File: src/isc_ram.sv
// ----------------------------------------------------------------------------
// isc_ram
// Generic simple dual-port RAM, one write and one registered read port.
// ----------------------------------------------------------------------------
`timescale 1ns / 1ps

module isc_ram #(
    parameter int WIDTH = 8,
    parameter int DEPTH = 32,
    localparam int AW   = (DEPTH > 1) ? $clog2(DEPTH) : 1
) (
    input  logic             i_clk,
    input  logic             i_we,
    input  logic [AW-1:0]    i_waddr,
    input  logic [WIDTH-1:0] i_wdata,
    input  logic             i_re,
    input  logic [AW-1:0]    i_raddr,
    output logic [WIDTH-1:0] o_rdata
);

    logic [WIDTH-1:0] r_mem [DEPTH];
    logic [WIDTH-1:0] r_rdata;

    always_ff @(posedge i_clk) begin
        if (i_we) begin
            r_mem[i_waddr] <= i_wdata;
        end
        // read data holds until the next read
        if (i_re) begin
            r_rdata <= r_mem[i_raddr];
        end
    end

    assign o_rdata = r_rdata;

endmodule

File: config.mk
export PLATFORM = sky130hd
export DESIGN_NAME = isc_ram
export DESIGN_NICKNAME = d
export VERILOG_FILES = /design/src/isc_ram.sv
export SDC_FILE = /design/constraint.sdc
export NUM_CORES = 1
export LEC_CHECK = 0
export BUFFER_PORTS_ARGS = -buffer_cell sky130_fd_sc_hd__buf_2
export CAP_MARGIN = 25
export CORE_MARGIN = 4
export CORE_UTILIZATION = 47
export CTS_CLUSTER_DIAMETER = 200
export CTS_CLUSTER_SIZE = 8
export DETAILED_ROUTE_END_ITERATION = 6
export PLACE_DENSITY = 0.61
export SLEW_MARGIN = 20
export SYNTH_ARGS = -nofsm -noshare
export SYNTH_HDL_FRONTEND = slang
export SYNTH_SLANG_ARGS = --single-unit
File: constraint.sdc
create_clock -name i_clk -period 2.78 [get_ports i_clk]
set_input_delay 0.417 -clock i_clk [delete_from_list [all_inputs] [get_ports i_clk]]
set_output_delay 0.417 -clock i_clk [all_outputs]
set_load 0.005 [all_outputs]
==> impl_metrics.py, run 1 <==
metrics = {
    "sta": {
        "setup_tns_ps": 0,
        "clock_skew_ps": 10.58,
        "slew_headroom": 0.4668,
        "finalHoldViolations": 0,
        "finalSetupViolCount": 0,
        "tightest_slew_ps": 796.9,
        "fmax_mhz": 499.7,
        "finalCriticalPeriod_ps": 2001,
        "rsz0062_at_grt": "false",
        "final-max-slew-violation-count": 0,
        "timing.final.crit_share": 0.7198,
    },
    "global_route": {
        "grt_max_degree": 33,
        "grt_pass1_wl_um": 31370,
        "overflow": 0,
        "grt_use_total": 0.1809,
        "grt_pass1_vias": 4735,
        "antenna_found_initial": 0,
    },
    "drt": {
        "dr_total_vias": 4563,
        "ant_nets": 0,
        "viasPerCell": 5.888,
        "drc_errors": 0,
        "drt-total-wl_um": 20880,
        "routedWlPerCell_um": 26.94,
        "drt_pass1_iterations": 5,
        "drtIter0Drc": 498,
    },
    "pwr": {
        "p_total_mw": 8.872,
        "p_sw_frac": 0.1892,
        "power-per-cell-area_nw_per_um2": 749.8,
        "seq_power_share": 0.505,
        "netSwitchingPower_mw": 1.679,
        "vdd_ir_drop_max_mv": 0.3470,
        "power_leakage_nw": 3.789,
        "p_int_mw": 7.193,
        "p_comb_frac": 0.046,
        "clockPowerShare": 0.449,
    },
    "clock_tree": {
        "clk_pin_slew_ps": 50,
        "clockBufferDepth": 3,
        "cts_setup_buffers": 0,
        "root_buffer": "clkbuf_16",
        "cts.sinks": 264,
        "hold_buffers": 0,
        "cts_resized": 0,
        "cts_tree": "yes",
        "clock_latency_ps": 500,
        "cts_buffers": 38,
        "h-tree-depth": 2,
    },
    "final_layout": {
        "nNetsFinal": 520,
        "diodes": 0,
        "syn_to_final_growth_pct": 16.77,
        "register_area_um2": 7928,
        "final_cell_mix": "264 x edfxtp_1, 80 x mux4_2, 41 x clkbuf_16",
        "multiInputGateArea_um2": 2100,
        "n_fill_cell": 1527,
        "layout-drive-gt1-share": 0.3880,
        "layout_commonest_cell": "edfxtp_1",
        "utilization": 0.5611,
    },
    "logic_synthesis": {
        "synth_fp_nets": 438,
        "yosysWarnings": 0,
        "yosysUniqueCellTypes": 14,
        "syn_area_per_cell_um2": 24.30,
        "synth-seq-cells": 264,
        "yosysTopAreaCell": "edfxtp_1",
        "syn-cell-area_um2": 10130,
        "synthCells": 417,
        "ys_top_cells_by_area": "edfxtp_1 78%, mux4_2 18%, nor2_1 1.2%, mux2_2 0.89%, buf_4 0.44%",
        "synth_top_area_share": 0.7823,
        "ys_seq_area_frac": 0.7823,
    },
    "setup_path": {
        "criticalPathCategory": "primary input to flop",
        "timing.rr.start": "r_mem[15][6]",
        "crit_path_end_kind": "flop",
        "crit_start": "i_raddr[0]",
        "startpoint_type": "primary input",
        "critPathRequiredTime_ps": 3020,
        "cp.arrival_ps": 2240,
        "worstPathMaxFanout": 27,
    },
    "placed_design": {
        "hpwl_um": 13050,
        "io_buffers": 28,
        "routabilityCongestion": 0.7769,
    },
    "die": {
        "die_height_um": 154.8,
        "die_x_um": 154.8,
        "core_area_um2": 21090,
        "dieArea_um2": 23970,
        "num_io_pins": 29,
        "start_util": 0.4805,
        "std_cell_rows": 53,
    },
    "worst_hold_path": {
        "hold_path.class": "primary input to flop",
        "hp-start": "i_re",
    },
    "flow_run": {
        "max_cap_violations": 0,
    },
    "run_status": {
        "status": "finished, final reports clean",
    },
}
[registers in the layout, indices dropped and copies added, names as in the netlist]
| signal | count |
|---|---|
| r_mem | 256 |
| o_rdata | 8 |
[final timing paths]
check | cells after the start | endpoint | slack, ps
min reg2reg | 3 | o_rdata[0] | 970
max reg2reg | 3 | o_rdata[6] | 810
min | 1 | o_rdata[7] | 320
max | 5 | o_rdata[6] | 780
[layer usage]
| layer | GRT usage | vias to the layer above | wire (µm) |
|---|---|---|---|
| li1 | - | 1938 | - |
| met1 | 0.2860 | 2426 | 9282 |
| met2 | 0.2623 | 165 | 9744 |
| met3 | 0.03665 | 34 | 1491 |
| met4 | 0.04500 | 0 | 359 |
| met5 | 0 | - | 0 |
[power by group through the flow]
| stage | clock, mW | combinational (mW) | sequential, mW |
|---|---|---|---|
| CTS | 4.06 | 0.422 | 4.48 |
| finish | 3.98 | 0.410 | 4.48 |
| global route | 4.25 | 0.446 | 4.48 |
| global placement | 0 | 0.411 | 4.55 |
| floorplan | 0 | 0.236 | 4.54 |
| detailed placement | 0 | 0.420 | 4.55 |
[stage by stage]
stage / instances / area, µm² / setup WS (ps) / hold WS [ps]
after global routing: 775 / 11830 / 730.9 / 307.4
after global placement: 734 / 10810 / 264.8 / 828.4
after CTS: 775 / 11830 / 756.5 / 299.6
after detailed placement: 734 / 10810 / 265.5 / 820.2
final: 775 / 11830 / 778.8 / 317.0
after floorplan: 417 / 10130 / 421.3 / 515.9
[cell families (layout without fill, tap and decap cells)]
logic type / Yosys count / after routing / share of synthesized area
buffers and inverters: 20 / 103 / 0.01049
AND/OR/NAND/NOR: 45 / 45 / 0.02050
multiplexers: 88 / 88 / 0.1867
flip-flops: 264 / 264 / 0.7823
[cells in the mapped netlist]
cell type / number
buf_1: 6
buf_2: 1
buf_4: 6
buf_6: 1
clkbuf_1: 6
edfxtp_1: 264
mux2_2: 8
mux4_2: 80
nand2_1: 1
nand3_1: 2
nand3b_1: 5
nor2_1: 33
or3_1: 1
or3b_2: 3
[area by class of cell]
cell class / count / area share
Clock buffer: 41 / 0.08671
Multi-Input combinational cell: 133 / 0.1774
Sequential cell: 264 / 0.6700
Tap cell: 275 / 0.02908
Timing Repair Buffer: 62 / 0.03680
[critical path, stage by stage]
cell    delay, ps
buf_4         140
buf_12        230
mux4_2        580
mux4_2        530
mux2_2        290
Power figures use the tool's default switching activity.
==> run 2, diff against run 1 <==
--- a/config.mk
+++ b/config.mk
@@ -12,7 +12,7 @@
 export CTS_CLUSTER_DIAMETER = 200
 export CTS_CLUSTER_SIZE = 8
 export DETAILED_ROUTE_END_ITERATION = 6
-export PLACE_DENSITY = 0.61
+export PLACE_DENSITY = 0.63
 export SLEW_MARGIN = 20
 export SYNTH_ARGS = -nofsm -noshare
 export SYNTH_HDL_FRONTEND = slang
==> constraint.sdc (replaced) <==
create_clock -name i_clk -period 1.61 [get_ports i_clk]
set_input_delay 0.2415 -clock i_clk [delete_from_list [all_inputs] [get_ports i_clk]]
set_output_delay 0.2415 -clock i_clk [all_outputs]
set_load 0.005 [all_outputs]
==> run 2 against run 1 <==
The run now ends with setup timing left. Register-to-register slack lost 1200 ps. Worst hold slack lost 200 ps. Clock skew grew 9.5 ps. Via count grew 2.8%. Sequential power grew 73%. Critical path depth shrank 2. Clock-buffer cell count shrank 2. Largest power group unchanged. Cell area grew 2.8%. Sequential share of layout area shrank 1.8 points.
==> impl_metrics.py, run 2 (synthesis results as in run 1) <==
metrics = {
    "die": {
        "std_cell_rows": 53,
        "core_area_um2": 21090,
        "die_x_um": 154.8,
        "dieArea_um2": 23970,
        "die_height_um": 154.8,
        "start_util": 0.4805,
        "num_io_pins": 29,
    },
    "sta": {
        "hold_ws_ps": 113.7,
        "clock_skew_ps": 20.04,
        "tightest_slew_ps": 660.1,
        "timing.final.crit_share": 1.229,
        "finalHoldViolations": 0,
        "slew_headroom": 0.5600,
        "finalCriticalPeriod_ps": 1978,
        "finalSetupViolCount": 8,
        "final-max-slew-violation-count": 0,
        "rsz0062_at_grt": "true",
        "fmax_mhz": 505.5,
        "finalWorstSetupSlack_ps": -368.3,
    },
    "final_layout": {
        "diodes": 0,
        "largest_reg_flops": 256,
        "regMostFlops": "r_mem",
        "syn_to_final_growth_pct": 20.08,
        "final_cell_mix": "264 x edfxtp_1, 80 x mux4_2, 45 x buf_4",
        "nNetsFinal": 544,
        "n_fill_cell": 1508,
        "layout_commonest_cell": "edfxtp_1",
        "layout-drive-gt1-share": 0.4313,
    },
    "pwr": {
        "power-per-cell-area_nw_per_um2": 1257,
        "power_leakage_nw": 3.955,
        "vdd_ir_drop_max_mv": 0.6626,
    },
    "global_route": {
        "grt_use_total": 0.1877,
        "grt_max_degree": 33,
        "overflow": 0,
        "grt_pass1_wl_um": 32630,
        "antenna_found_initial": 0,
        "grt_pass1_vias": 4942,
    },
    "worst_hold_path": {
        "min_path_cells": 1,
        "hold_path.class": "primary input to flop",
        "min_to": "o_rdata[5]",
        "hp-start": "i_re",
    },
    "placed_design": {
        "post-place-ws_ps": -697.5,
        "routabilityCongestion": 0.7533,
        "hpwl_um": 13620,
        "io_buffers": 28,
    },
    "setup_path": {
        "reg2reg_to": "o_rdata[2]",
        "criticalPathCategory": "flop to flop",
        "crit_start": "r_mem[29][2]",
        "startpoint_type": "flop",
        "ff2ff_setup_slack_ps": -370,
        "cp.arrival_ps": 2220,
        "reg2reg_depth": 3,
        "critPathRequiredTime_ps": 1850,
        "timing.rr.start": "r_mem[29][2]",
        "crit_path_end_kind": "flop",
        "worstPathMaxFanout": 1,
    },
    "clock_tree": {
        "cts_tree": "yes",
        "clock_latency_ps": 510,
        "clockBufferDepth": 3,
        "root_buffer": "clkbuf_16",
        "clk_pin_slew_ps": 50,
        "h-tree-depth": 2,
        "cts.sinks": 264,
        "cts_buffers": 38,
    },
    "drt": {
        "drtIter0Drc": 435,
        "drc_errors": 0,
        "drt-total-wl_um": 21500,
        "drt_pass1_iterations": 4,
        "dr_total_vias": 4691,
        "viasPerCell": 5.871,
        "ant_nets": 0,
        "routedWlPerCell_um": 26.90,
    },
    "flow_run": {
        "max_cap_violations": 0,
    },
    "run_status": {
        "failed_checks": "setup timing",
        "status": "finished with violations",
    },
}
==> run 2: cell types whose count changed in the layout (fill, tap and decap cells not counted), sizes merged <==
cell    previous run  this run
clkbuf            41        39
clkinv             0         2
buf               62        86
==> run 2: routing by layer <==
| layer | track usage | vias to the layer above | part of all wire |
|---|---|---|---|
| li1 | - | 1982 | - |
| met1 | 0.2734 | 2522 | 0.42 |
| met2 | 0.2943 | 161 | 0.50 |
| met3 | 0.04533 | 26 | 0.070 |
| met4 | 0.04079 | 0 | 0.012 |
| met5 | 0 | - | 0 |
==> run 2: area by class of cell <==
cell class,instances,area (µm²),area share
flip-flops and latches,264,7928,0.6515
multi-input cells,133,2135,0.1754
clock buffers,39,975.9,0.08021
repair buffers,86,753.2,0.06190
well taps,275,344.1,0.02828
clock inverters,2,32.53,0.002674
==> run 2: how the worst max path moves through the flow <==
stage	end	slack, ps	cells after the start
2_1_floorplan	o_rdata[0]	-370	5
6_report	o_rdata[2]	-370	3
3_3_place_gp	o_rdata[0]	-700	5
5_1_grt	o_rdata[2]	-390	3
4_1_cts	o_rdata[2]	-370	3
3_5_place_dp	o_rdata[1]	-700	5
==> run 2: metrics by stage <==
step / instance area [µm²] / utilization / instances / setup TNS, ps / total power, mW
floorplan: 10260 / - / 417 / -2943 / 8.280
global placement: 11140 / 0.5285 / 758 / -5495 / 8.616
detailed placement: 11140 / 0.5285 / 758 / -6151 / 8.637
CTS: 12160 / 0.5768 / 799 / -2703 / 15.46
global route: 12170 / 0.5770 / 799 / -2875 / 15.87
finish: 12170 / 0.5770 / 799 / -2675 / 15.29
==> run 2: what timing repair did <==
item	CTS	global route
resized for setup	3	1
cloned	0	0
pin swaps	0	0
hold buffers	0	0
setup buffers	0	0
endpoints found under the setup margin	8	8
==> run 2: critical path, cell delays in order (launching register included) <==
cell and delay (ps):
edfxtp_1 350, mux4_2 540, mux4_2 540, mux2_4 280
==> run 2: report_power, final <==
group | leakage (nW) | switching [mW] | total [mW] | internal (mW)
logic | 1.08 | 0.413 | 0.787 | 0.374
registers | 2.38 | 0.0302 | 7.73 | 7.70
clock network | 0.494 | 2.54 | 6.78 | 4.24
